<file path="config.mk">
export PLATFORM = sky130hd
export DESIGN_NAME = sha256_byte_stream_hash_core
export DESIGN_NICKNAME = d
export VERILOG_FILES = /design/src/hdl/sha256_pkg.sv /design/src/hdl/sha256_byte_stream_hash_core.sv /design/src/hdl/sha256_fifo.sv /design/src/hdl/sha256_engine.sv
export SDC_FILE = /design/constraint.sdc
export NUM_CORES = 2
export LEC_CHECK = 0
export BUFFER_PORTS_ARGS = -buffer_cell sky130_fd_sc_hd__buf_4
export CAP_MARGIN = 20
export CORE_MARGIN = 3
export CORE_UTILIZATION = 48
export CTS_CLUSTER_DIAMETER = 80
export DETAILED_ROUTE_END_ITERATION = 16
export PLACE_DENSITY_LB_ADDON = 0.1
export SLEW_MARGIN = 10
export SYNTH_ARGS = -nofsm -noshare
export SYNTH_HDL_FRONTEND = slang
export SYNTH_SLANG_ARGS = --single-unit
</file>
<file path="constraint.sdc">
create_clock -name aclk -period 18 [get_ports aclk]
set_clock_uncertainty 0.2 [all_clocks]
set_input_delay 0 -clock aclk [delete_from_list [all_inputs] [get_ports aclk]]
set_output_delay 0 -clock aclk [all_outputs]
set_load 0.005 [all_outputs]
</file>
<file path="src/hdl/sha256_pkg.sv">
// ----------------------------------------------------------------------------
// SHA-256 package
// Shared types, constants and the rotate function of the SHA-256 byte hasher.
// ----------------------------------------------------------------------------
package sha256_pkg;

    localparam int unsigned QueueDepth = 4;

    typedef struct packed {
        logic       command;
        logic [7:0] data_byte;
    } sha_item_t;

    typedef enum logic [2:0] {
        ST_IDLE,
        ST_PAD,
        ST_ROUND,
        ST_ADD,
        ST_EMIT
    } sha_state_t;

    localparam logic CMD_ABSORB   = 1'b0;
    localparam logic CMD_FINALIZE = 1'b1;

    localparam logic [31:0] ROUND_K [64] = '{
        32'h428a2f98, 32'h71374491, 32'hb5c0fbcf, 32'he9b5dba5,
        32'h3956c25b, 32'h59f111f1, 32'h923f82a4, 32'hab1c5ed5,
        32'hd807aa98, 32'h12835b01, 32'h243185be, 32'h550c7dc3,
        32'h72be5d74, 32'h80deb1fe, 32'h9bdc06a7, 32'hc19bf174,
        32'he49b69c1, 32'hefbe4786, 32'h0fc19dc6, 32'h240ca1cc,
        32'h2de92c6f, 32'h4a7484aa, 32'h5cb0a9dc, 32'h76f988da,
        32'h983e5152, 32'ha831c66d, 32'hb00327c8, 32'hbf597fc7,
        32'hc6e00bf3, 32'hd5a79147, 32'h06ca6351, 32'h14292967,
        32'h27b70a85, 32'h2e1b2138, 32'h4d2c6dfc, 32'h53380d13,
        32'h650a7354, 32'h766a0abb, 32'h81c2c92e, 32'h92722c85,
        32'ha2bfe8a1, 32'ha81a664b, 32'hc24b8b70, 32'hc76c51a3,
        32'hd192e819, 32'hd6990624, 32'hf40e3585, 32'h106aa070,
        32'h19a4c116, 32'h1e376c08, 32'h2748774c, 32'h34b0bcb5,
        32'h391c0cb3, 32'h4ed8aa4a, 32'h5b9cca4f, 32'h682e6ff3,
        32'h748f82ee, 32'h78a5636f, 32'h84c87814, 32'h8cc70208,
        32'h90befffa, 32'ha4506ceb, 32'hbef9a3f7, 32'hc67178f2
    };

    localparam logic [31:0] INIT_H [8] = '{
        32'h6a09e667, 32'hbb67ae85, 32'h3c6ef372, 32'ha54ff53a,
        32'h510e527f, 32'h9b05688c, 32'h1f83d9ab, 32'h5be0cd19
    };

    localparam logic [7:0]  PAD_BYTE  = 8'h80;
    localparam logic [5:0]  LEN_START = 6'd56;
    localparam logic [63:0] BLOCK_BITS = 64'd512;

    function automatic logic [31:0] rotr(input logic [31:0] x, input int unsigned n);
        rotr = (x >> n) | (x << (32 - n));
    endfunction

endpackage

</file>
<file path="src/hdl/sha256_byte_stream_hash_core.sv">
// ----------------------------------------------------------------------------
// SHA-256 byte stream hash core
// Hashes a byte stream and emits each digest as eight 32-bit words.
// ----------------------------------------------------------------------------
// Usage: the slave channel takes one beat per command. s_tuser is the command
// (0 absorbs s_tdata as a message byte, 1 finalizes the message); s_tdata is
// ignored on a finalize. Beats enter a four-entry queue, so a short burst is
// taken at one per cycle even while the engine works.
// The engine absorbs each byte while idle. The 64th byte of a block starts a
// compression of 64 rounds, one round per cycle through a single round unit,
// followed by the final add. A finalize takes one or two padded blocks (two
// when more than 55 bytes are pending), then the eight digest words go out on
// the master channel, word 0 first, m_tlast on word 7. No bytes are taken
// while a compression runs or the digest is emitted.
// When the receiver holds m_tready low the engine waits with the current word
// and the queue keeps filling until s_tready drops. After the last word the
// chaining state returns to the initial vector for the next message.
// Reset (aresetn low, synchronous) empties the queue and restores the initial
// hash value, byte count and bit count.
// ----------------------------------------------------------------------------
module sha256_byte_stream_hash_core #(
    parameter int unsigned QUEUE_DEPTH = sha256_pkg::QueueDepth
) (
    input  logic        aclk,
    input  logic        aresetn,
    input  logic        s_tvalid,
    output logic        s_tready,
    input  logic [7:0]  s_tdata,   // [7:0] data_byte
    input  logic        s_tuser,   // [0] command
    output logic        m_tvalid,
    input  logic        m_tready,
    output logic [39:0] m_tdata,   // [31:0] digest_word, [34:32] word_index, zero fill
    output logic        m_tlast    // last_word
);
    import sha256_pkg::*;

    sha_item_t   in_item, q_item;
    logic        q_valid, q_ready;
    logic [31:0] word;
    logic [2:0]  index;

    assign in_item.command   = s_tuser;
    assign in_item.data_byte = s_tdata;

    sha256_fifo #(.DEPTH(QUEUE_DEPTH)) u_fifo (
        .aclk(aclk), .aresetn(aresetn),
        .wr_valid(s_tvalid), .wr_ready(s_tready), .wr_item(in_item),
        .rd_valid(q_valid), .rd_ready(q_ready), .rd_item(q_item)
    );

    sha256_engine u_engine (
        .aclk(aclk), .aresetn(aresetn),
        .in_valid(q_valid), .in_ready(q_ready), .in_item(q_item),
        .out_valid(m_tvalid), .out_ready(m_tready),
        .out_word(word), .out_index(index), .out_last(m_tlast)
    );

    assign m_tdata = {5'd0, index, word};

    // The last flag marks exactly word seven.
    a_last: assert property (@(posedge aclk) disable iff (!aresetn)
        m_tvalid |-> (m_tlast == (m_tdata[34:32] == 3'd7)))
        else $error("tlast does not match word index");

    // Word index advances by one after each accepted word that is not last.
    a_index: assert property (@(posedge aclk) disable iff (!aresetn)
        (m_tvalid && m_tready && !m_tlast) |=>
        (m_tvalid && m_tdata[34:32] == $past(m_tdata[34:32]) + 3'd1))
        else $error("word index did not advance");

    // A held word keeps its value.
    a_hold: assert property (@(posedge aclk) disable iff (!aresetn)
        (m_tvalid && !m_tready) |=> (m_tvalid && $stable(m_tdata)))
        else $error("digest word changed while stalled");
endmodule

</file>
<file path="src/hdl/sha256_fifo.sv">
// ----------------------------------------------------------------------------
// SHA-256 item queue
// Short queue between the stream front end and the hashing engine.
// ----------------------------------------------------------------------------
module sha256_fifo #(
    parameter int unsigned DEPTH = sha256_pkg::QueueDepth
) (
    input  logic                  aclk,
    input  logic                  aresetn,
    input  logic                  wr_valid,
    output logic                  wr_ready,
    input  sha256_pkg::sha_item_t wr_item,
    output logic                  rd_valid,
    input  logic                  rd_ready,
    output sha256_pkg::sha_item_t rd_item
);
    import sha256_pkg::*;

    localparam int unsigned AW = (DEPTH > 1) ? $clog2(DEPTH) : 1;

    sha_item_t        mem_reg [DEPTH];
    logic [AW-1:0]    wptr_reg, rptr_reg;
    logic [AW:0]      count_reg;
    logic             do_wr, do_rd;

    assign wr_ready = (count_reg != (AW+1)'(DEPTH));
    assign rd_valid = (count_reg != '0);
    assign rd_item  = mem_reg[rptr_reg];
    assign do_wr    = wr_valid && wr_ready;
    assign do_rd    = rd_valid && rd_ready;

    always_ff @(posedge aclk) begin
        if (!aresetn) begin
            wptr_reg  <= '0;
            rptr_reg  <= '0;
            count_reg <= '0;
        end else begin
            if (do_wr) begin
                wptr_reg <= (wptr_reg == AW'(DEPTH-1)) ? '0 : wptr_reg + 1'b1;
            end
            if (do_rd) begin
                rptr_reg <= (rptr_reg == AW'(DEPTH-1)) ? '0 : rptr_reg + 1'b1;
            end
            count_reg <= count_reg + (AW+1)'(do_wr) - (AW+1)'(do_rd);
        end
    end

    always_ff @(posedge aclk) begin
        if (do_wr) begin
            mem_reg[wptr_reg] <= wr_item;
        end
    end
endmodule

</file>
<file path="src/hdl/sha256_engine.sv">
// ----------------------------------------------------------------------------
// SHA-256 engine
// Buffers bytes, pads, runs one round per cycle and emits digest words.
// ----------------------------------------------------------------------------
module sha256_engine (
    input  logic                  aclk,
    input  logic                  aresetn,
    input  logic                  in_valid,
    output logic                  in_ready,
    input  sha256_pkg::sha_item_t in_item,
    output logic                  out_valid,
    input  logic                  out_ready,
    output logic [31:0]           out_word,
    output logic [2:0]            out_index,
    output logic                  out_last
);
    import sha256_pkg::*;

    sha_state_t   state_reg, state_next;
    logic [31:0]  w_reg [16];      // message schedule window, word 0 is current
    logic [31:0]  h_reg [8];
    logic [31:0]  v_reg [8];
    logic [5:0]   pend_reg;
    logic [63:0]  bits_reg;
    logic [63:0]  total_reg;
    logic [5:0]   rnd_reg;
    logic         final_reg;       // compression belongs to the finalize
    logic         second_reg;      // a further padding block follows
    logic [2:0]   widx_reg;
    logic         take;
    logic [31:0]  t1, t2, s0, s1, wnew;
    logic [31:0]  pad_word [16];

    assign take = in_valid && in_ready;

    // Next state.
    always_comb begin
        state_next = state_reg;
        case (state_reg)
            ST_IDLE: begin
                if (take) begin
                    if (in_item.command == CMD_FINALIZE) begin
                        state_next = ST_PAD;
                    end else if (pend_reg == 6'd63) begin
                        state_next = ST_ROUND;
                    end
                end
            end
            ST_PAD:   state_next = ST_ROUND;
            ST_ROUND: state_next = (rnd_reg == 6'd63) ? ST_ADD : ST_ROUND;
            ST_ADD: begin
                if (!final_reg) begin
                    state_next = ST_IDLE;
                end else if (second_reg) begin
                    state_next = ST_PAD;
                end else begin
                    state_next = ST_EMIT;
                end
            end
            ST_EMIT: begin
                if (out_ready && widx_reg == 3'd7) begin
                    state_next = ST_IDLE;
                end
            end
            default: state_next = ST_IDLE;
        endcase
    end

    // Outputs.
    always_comb begin
        in_ready  = (state_reg == ST_IDLE);
        out_valid = (state_reg == ST_EMIT);
        out_word  = h_reg[widx_reg];
        out_index = widx_reg;
        out_last  = (widx_reg == 3'd7);
    end

    // Padding view of the window: bytes at or above pend_reg are replaced.
    // The length goes into the block that ends the message: the only block
    // when it fits, otherwise the extra all-zero block.
    always_comb begin
        for (int i = 0; i < 16; i++) begin
            for (int b = 0; b < 4; b++) begin
                logic [5:0] p;
                p = 6'(i * 4 + b);
                if (second_reg) begin
                    pad_word[i][31-8*b -: 8] = 8'h00;
                end else if (p < pend_reg) begin
                    pad_word[i][31-8*b -: 8] = w_reg[i][31-8*b -: 8];
                end else if (p == pend_reg) begin
                    pad_word[i][31-8*b -: 8] = PAD_BYTE;
                end else begin
                    pad_word[i][31-8*b -: 8] = 8'h00;
                end
            end
        end
        if (second_reg || pend_reg < LEN_START) begin
            pad_word[14] = total_reg[63:32];
            pad_word[15] = total_reg[31:0];
        end
    end

    always_comb begin
        s0 = rotr(w_reg[1], 7) ^ rotr(w_reg[1], 18) ^ (w_reg[1] >> 3);
        s1 = rotr(w_reg[14], 17) ^ rotr(w_reg[14], 19) ^ (w_reg[14] >> 10);
        wnew = s1 + w_reg[9] + s0 + w_reg[0];
        t1 = v_reg[7] + (rotr(v_reg[4], 6) ^ rotr(v_reg[4], 11) ^ rotr(v_reg[4], 25))
           + ((v_reg[4] & v_reg[5]) ^ (~v_reg[4] & v_reg[6])) + ROUND_K[rnd_reg] + w_reg[0];
        t2 = (rotr(v_reg[0], 2) ^ rotr(v_reg[0], 13) ^ rotr(v_reg[0], 22))
           + ((v_reg[0] & v_reg[1]) ^ (v_reg[0] & v_reg[2]) ^ (v_reg[1] & v_reg[2]));
    end

    always_ff @(posedge aclk) begin
        if (!aresetn) begin
            state_reg  <= ST_IDLE;
            pend_reg   <= '0;
            bits_reg   <= '0;
            rnd_reg    <= '0;
            final_reg  <= 1'b0;
            second_reg <= 1'b0;
            widx_reg   <= '0;
            for (int i = 0; i < 8; i++) begin
                h_reg[i] <= INIT_H[i];
            end
        end else begin
            state_reg <= state_next;
            case (state_reg)
                ST_IDLE: begin
                    if (take) begin
                        if (in_item.command == CMD_FINALIZE) begin
                            final_reg  <= 1'b1;
                            second_reg <= 1'b0;
                            total_reg  <= bits_reg + {55'd0, pend_reg, 3'd0};
                        end else begin
                            w_reg[pend_reg[5:2]][31-8*pend_reg[1:0] -: 8] <= in_item.data_byte;
                            pend_reg  <= pend_reg + 1'b1;
                            final_reg <= 1'b0;
                            if (pend_reg == 6'd63) begin
                                bits_reg <= bits_reg + BLOCK_BITS;
                                v_reg    <= h_reg;
                                rnd_reg  <= '0;
                            end
                        end
                    end
                end
                ST_PAD: begin
                    w_reg   <= pad_word;
                    v_reg   <= h_reg;
                    rnd_reg <= '0;
                    if (pend_reg >= LEN_START && !second_reg) begin
                        second_reg <= 1'b1;
                    end else begin
                        second_reg <= 1'b0;
                        pend_reg   <= LEN_START; // not read by ST_ADD, which uses final_reg and second_reg
                    end
                end
                ST_ROUND: begin
                    for (int i = 0; i < 15; i++) begin
                        w_reg[i] <= w_reg[i+1];
                    end
                    w_reg[15] <= wnew;
                    v_reg[7] <= v_reg[6];
                    v_reg[6] <= v_reg[5];
                    v_reg[5] <= v_reg[4];
                    v_reg[4] <= v_reg[3] + t1;
                    v_reg[3] <= v_reg[2];
                    v_reg[2] <= v_reg[1];
                    v_reg[1] <= v_reg[0];
                    v_reg[0] <= t1 + t2;
                    rnd_reg  <= rnd_reg + 1'b1;
                end
                ST_ADD: begin
                    for (int i = 0; i < 8; i++) begin
                        h_reg[i] <= h_reg[i] + v_reg[i];
                    end
                    widx_reg <= '0;
                end
                ST_EMIT: begin
                    if (out_ready) begin
                        widx_reg <= widx_reg + 1'b1;
                        if (widx_reg == 3'd7) begin
                            for (int i = 0; i < 8; i++) begin
                                h_reg[i] <= INIT_H[i];
                            end
                            pend_reg  <= '0;
                            bits_reg  <= '0;
                            final_reg <= 1'b0;
                        end
                    end
                end
                default: ;
            endcase
        end
    end
endmodule
</file>
### Word-level counts from Yosys, hierarchy flattened

Memories as Yosys holds them, arrays and structs flattened. A register that Yosys moved wholly into a read port is not among the register bits.
Cells that the tools add are included.

* register bits after elaboration: 1179
* bits in latches: 0
* bits in writable memories: 36
* memory bits (read-only): 2048
* input port bits: 13
* output and inout bits: 43
* logic and storage cells: 711
* memories: 2

Memory list
* (name not given): words 64, width 32, rd ports 1, clocked after memory_dff 0, wr ports 0, line sha256_engine.sv:108 `+ ((v_reg[4] & v_reg[5]) ^ (~v_reg[4] & v_reg[6])) + ROUND_K[rnd_reg] + w_reg[0];`
* u_fifo.mem_reg: words 4, width 9, rd ports 1, clocked after memory_dff 1, wr ports 1, line sha256_fifo.sv:21 `sha_item_t mem_reg [DEPTH];`

* add/subtract/negate cells: 29
* multipliers: 0
* div/mod/pow operators: 0
* order comparisons: 70
* equal/unequal tests: 146
* shift-type cells: 2
* muxes and demuxes: 252
* bitwise logic cells: 30
* reduce and logical (&&, ||, !) cells: 89

Operators with widths (count)
* 8-bit 2-to-1 mux: 192
* 512-bit case mux with 3 select lines: 1
* 256-bit 2-to-1 mux: 5
* 512-bit 2-to-1 mux: 2
* 256-bit case mux with 3 select lines: 1
* 32-bit adder: 18
* 512-bit bitwise mux: 1
* 256-bit case mux with 2 select lines: 1
* 64-bit 2-to-1 mux: 6
* 5-bit AND reduction: 65
* 32-bit XOR: 9
* 6-bit == test, first input constant: 32
* 6-bit < comparator, first input constant: 32
* 3-bit by 2-bit inequality test with 1-bit output, second input constant: 57
* 32-bit AND: 5
* 32-bit 2-to-1 mux: 5
* 32-bit demux with 4-bit select: 1
* 64-bit case mux with 2 select lines: 1
* 32-bit binary-select mux with 3-bit select: 1
* 5-bit by 6-bit == test with 1-bit output, first input constant: 16
* 5-bit by 6-bit < comparator with 1-bit output, first input constant: 16
* 64-bit by 10-bit adder with 64-bit output, second input constant: 1
* 64-bit by 9-bit adder with 64-bit output: 1
* 4-bit by 6-bit == test with 1-bit output, first input constant: 8
* other kinds (66): 141

### Depth between registers and ports, before layout

* depth after elaboration: 9
* gate-level depth with buffers: 42
* gate-level depth less buffers: 41

### Modules after synthesis

Synthesis repeated with hierarchy kept, for this count alone.

* cell total of the unflattened synthesis: 8437
* area, all modules: 78634.2 um^2

By module, submodules not included
* sha256_engine: instances 1, cells an instance 8332, area an instance 76811.2 um^2, sequential area each 31520.2 um^2
* sha256_fifo: instances 1, cells an instance 99, area an instance 1781.7 um^2, sequential area each 1261.2 um^2
* sha256_byte_stream_hash_core: instances 1, cells an instance 6, area an instance 41.3 um^2, sequential area each 0.0 um^2

### Worst setup path after synthesis

Ideal clock, no wire load.

* path type: register -> register
* from: reg with a tool-made name
* to: reg u_engine.v_reg[0] (netlist name), enable pin
* setup time: 0.959 ns
* arrival: 13.897 ns
* path slack: 2.944 ns
* stages on the path, launching flop included: 7
* path buffers: 2
* cell sequence: dfxtp_1 > buf_6 > mux4_2 > o21ai_0 > nand3_1 > clkbuf_1 > a21oi_1

RTL lines
* to (signal assigned): line sha256_engine.sv:140 `v_reg <= h_reg;`
* to (signal assigned): line sha256_engine.sv:148 `v_reg <= h_reg;`
* to (decl): line sha256_engine.sv:22 `logic [31:0] v_reg [8];`

### Worst setup path after layout

* from: reg u_engine.rnd_reg[3]
* to: reg u_engine.v_reg[255] (netlist name) (data pin)

* cells in the longest elaborated chain, start to end: 8

Ends and longest elaborated chain
* from (decl): line sha256_engine.sv:26 `logic [5:0] rnd_reg;`
* from (signal assigned): line sha256_engine.sv:170 `rnd_reg <= rnd_reg + 1'b1;`
* 6-bit NOT with 7-bit output (implied by the code): line sha256_engine.sv:108
* memory read 64 x 32 bit
* 32-bit 2-to-1 mux (implied by the code) (2 in a row): line sha256_engine.sv:108
* 32-bit adder (2 in a row): line sha256_engine.sv:108
* 32-bit adder: line sha256_engine.sv:169 `v_reg[0] <= t1 + t2;`
* 256-bit case mux with 3 select lines: line sha256_engine.sv:127 `case (state_reg)`

Every way passes these cells. The select of a mux whose other input is x is not followed.
A chain may end at the register's enable or synchronous reset.

==> out/results.ini <==
[pwr]
ir_drop_uv=246
power_frac_clock=0.216
switching_share=0.439
p_leak_nw=31.7
seqPwrFrac=0.245
switchingPower_w=0.00611
powerDensity_mw_per_mm2=164
comb_power_share=0.538
p_int_w=0.00780

[floorplan]
fp.dieH_um=407
start_util=0.486
ios=56
dieArea_mm2=0.166
std_cell_rows=146
coreArea_mm2=0.159
die_x_um=407

[sta]
setup_viol=0
fin_setup_tns_ns=0
final-hold-violation-count=0
slew_headroom=0.178
timing.final.crit_share=0.591
fmax_ghz=0.0940
fin_ws_ns=7.36
slew_violations=0
min_period_ns=10.64
grt_setup_unrepaired=false
holdWs_ns=0.0677
tightest_slew_ns=1.23

[critical_path]
r2r.worst_path.cells=38
path_buf_inv=5
crit_top_cell=o21ai_0
cp_data_arrival_time_ns=10.95
startpoint=u_engine.rnd_reg[3]$_SDFFE_PN0P_
r2r_slack_ns=7.36
critPathRequiredTime_ns=18.30
critPathSlowestCell=buf_4
worst-path-stages=38
worst_path_largest_cell_delay_ns=0.61
worstReg2RegEnd=u_engine.v_reg[255]$_DFFE_PP_
crit_end=u_engine.v_reg[255]$_DFFE_PP_
start_kind=flip-flop
worst_setup_path_end_kind=flip-flop
worstSetupPathType=flip-flop to flip-flop
r2r_start=u_engine.rnd_reg[3]$_SDFFE_PN0P_
crit_path_max_fanout=66
critPathTopFamily=compound AO/OA/AOI/OAI gates

[clocking]
cts_tree=built
clk-insertion-delay-late_ns=0.81
postCtsSetupBuffers=0
cts_sinks=1205
htreeDepth=4
clk_path_buf_depth=3
numCtsBuffers=142
clock-root-buffer=clkbuf_16
path_clk_slew_ns=0.06

[yosys]
syn_avg_cell_area_um2=9.43
synthArstFlopShare=0
syn_area_mm2=0.0774
synth.largest_area_cell=edfxtp_1
synth.area.top_cells=edfxtp_1, dfxtp_1, nand2_1
seq_area_frac_synth=0.424
synth_cell_type_count=89
ys_ff_latch=1205
yosysMostFrequentCell=nand2_1
synth.top_cell.area_share=0.336
synth_commonest_cells=nand2_1, edfxtp_1, o21ai_0, a21oi_1, nor2_1
ys.warnings.count=0
ys.flop_type=edfxtp_1
synth_edf_count=865
synthCells=8207

[detailed_routing]
drtIter0Drc=8521
dr.pass1.iters=6
drtAntennaViolNets=0
drc_errors=0
wl_per_cell_um=27.5
via_per_inst=6.23
wl_um=284000
vias=64401

[job]
max_cap_violations=0

[global_route]
grtUsageMet3=0.101
grt_start_max_net_pins=211
grt_pass1_wl_um=413000
gr-total-overflow=0
grt_pass1_vias=60128
grtUsageMet1=0.503
grt_usage=0.333
antenna_found_initial=11
grt_use_met2=0.455
top_usage_layer=met1

[min_path]
holdCritPathClass=input port to flip-flop

[status]
status=complete, no violations

[final_layout]
final_nets=8687
fin_util=0.533
largest_register_ffs=512
final_layout_size_suffix_gt1_frac=0.0733
synthToLayoutAreaGrowth_pct=9.76
final_cells=10337
nFillCells=14607

[place]
dp.cells=10035
dp_hpwl_um=209000
preCtsSetupSlack_ns=7.67
numPortBuffers=50
gp_congestion=1.01

[worst min-delay path by stage]
stage / from / endpoint / slack, ns / cells past startpoint
final: m_tready / u_engine.out_index[0]$_SDFFE_PN0P_ / 0.07 / 5
after global routing: m_tready / u_engine.out_index[2]$_SDFFE_PN0P_ / 0.07 / 5
after CTS: m_tready / u_engine.out_index[0]$_SDFFE_PN0P_ / 0.04 / 5
after detailed placement: s_tdata[4] / u_fifo.mem_reg[3][4]$_DFFE_PP_ / 0.01 / 1
after global placement: s_tdata[5] / u_fifo.mem_reg[3][5]$_DFFE_PP_ / 0.003 / 1
after floorplan: s_tdata[0] / u_fifo.mem_reg[0][0]$_DFFE_PP_ / -0.10 / 0
[layer usage]
layer	up-vias	part of all wire
met4	8	0.030
met3	470	0.12
met1	31716	0.45
met2	3244	0.40
met5	-	0.00024
li1	28963	-
[power by group through the flow]
stage | combinational, W | clock, W | sequential [W]
2_1_floorplan | 0.00525 | 0 | 0.00338
3_5_place_dp | 0.00725 | 0 | 0.00346
6_report | 0.00749 | 0.00301 | 0.00341
4_1_cts | 0.00732 | 0.00305 | 0.00340
3_3_place_gp | 0.00718 | 0 | 0.00346
5_1_grt | 0.00816 | 0.00315 | 0.00342
[cells by family (layout without fill, tap and decap cells)]
| kind of cell | count (synthesis) | after routing | share of synthesized area |
|---|---|---|---|
| and+or+nand+nor | 2578 | 2578 | 0.140 |
| AOI/OAI and AO/OA | 2215 | 2215 | 0.173 |
| DFF | 1205 | 1205 | 0.424 |
| buffers and inverters | 813 | 791 | 0.0400 |
| adders and majority gates | 627 | 627 | 0.120 |
| xor gates and xnor gates | 611 | 611 | 0.0694 |
| muxes | 157 | 157 | 0.0341 |
| other | 1 | 7 | 0.0000485 |
[cell type report]
class	instances	area [um^2]	share of cell area
diodes	2	5.00	0.0000589
clock buffers	185	3870	0.0455
clock inverters	77	950	0.0112
inverters	302	1140	0.0134
multi-input cells	6193	41700	0.491
flip-flops and latches	1205	32800	0.386
well taps	2146	2690	0.0316
repair buffers	227	1790	0.0211
[placed cells by master (no fill, tap or decap), types with 22 or more instances in the layout]
master            n
o22ai_1          96
a211oi_1         51
nand3_1         135
o21ai_0         843
or3_1            38
nand4_1          28
o21bai_1         54
buf_4           181
o211ai_1         25
o21a_1           64
and2_1           25
nor2_1          452
dfxtp_1         333
nand2b_1         63
a31oi_1          53
a21o_1          171
a21oi_1         494
maj3_1           24
edfxtp_1        865
xor2_1          204
nor2b_1          50
mux2i_1          37
inv_1           295
ha_1            407
nand2_1        1569
nor3_1           98
mux2_2           41
dlygate4sd3_1    25
clkinv_2         26
a22oi_1         123
and3_1           40
clkbuf_16       144
clkbuf_1         30
mux4_2           71
a221oi_1         22
o221ai_1         23
xnor2_1         406
o31ai_1          22
fa_1            196
[what timing repair did]
action | 4_1_cts | 5_1_grt
resized for setup | 0 | 0
endpoints found under the hold margin | 239 | 0
hold buffers | 25 | 0
[through the flow]
stage / instance area (um^2) / total power, W
5_1_grt: 84900 / 0.0147
3_5_place_dp: 79700 / 0.0107
2_1_floorplan: 77400 / 0.00863
6_report: 84900 / 0.0139
3_3_place_gp: 79700 / 0.0106
4_1_cts: 84800 / 0.0138
[tightest hold or removal path, delay by kind of cell]
kind,cells,cell delay [ns]
compound gates,1,0.05
buf+inv,2,0.73
simple gates,2,0.22
Note: power is estimated with default switching activity, not from simulation.
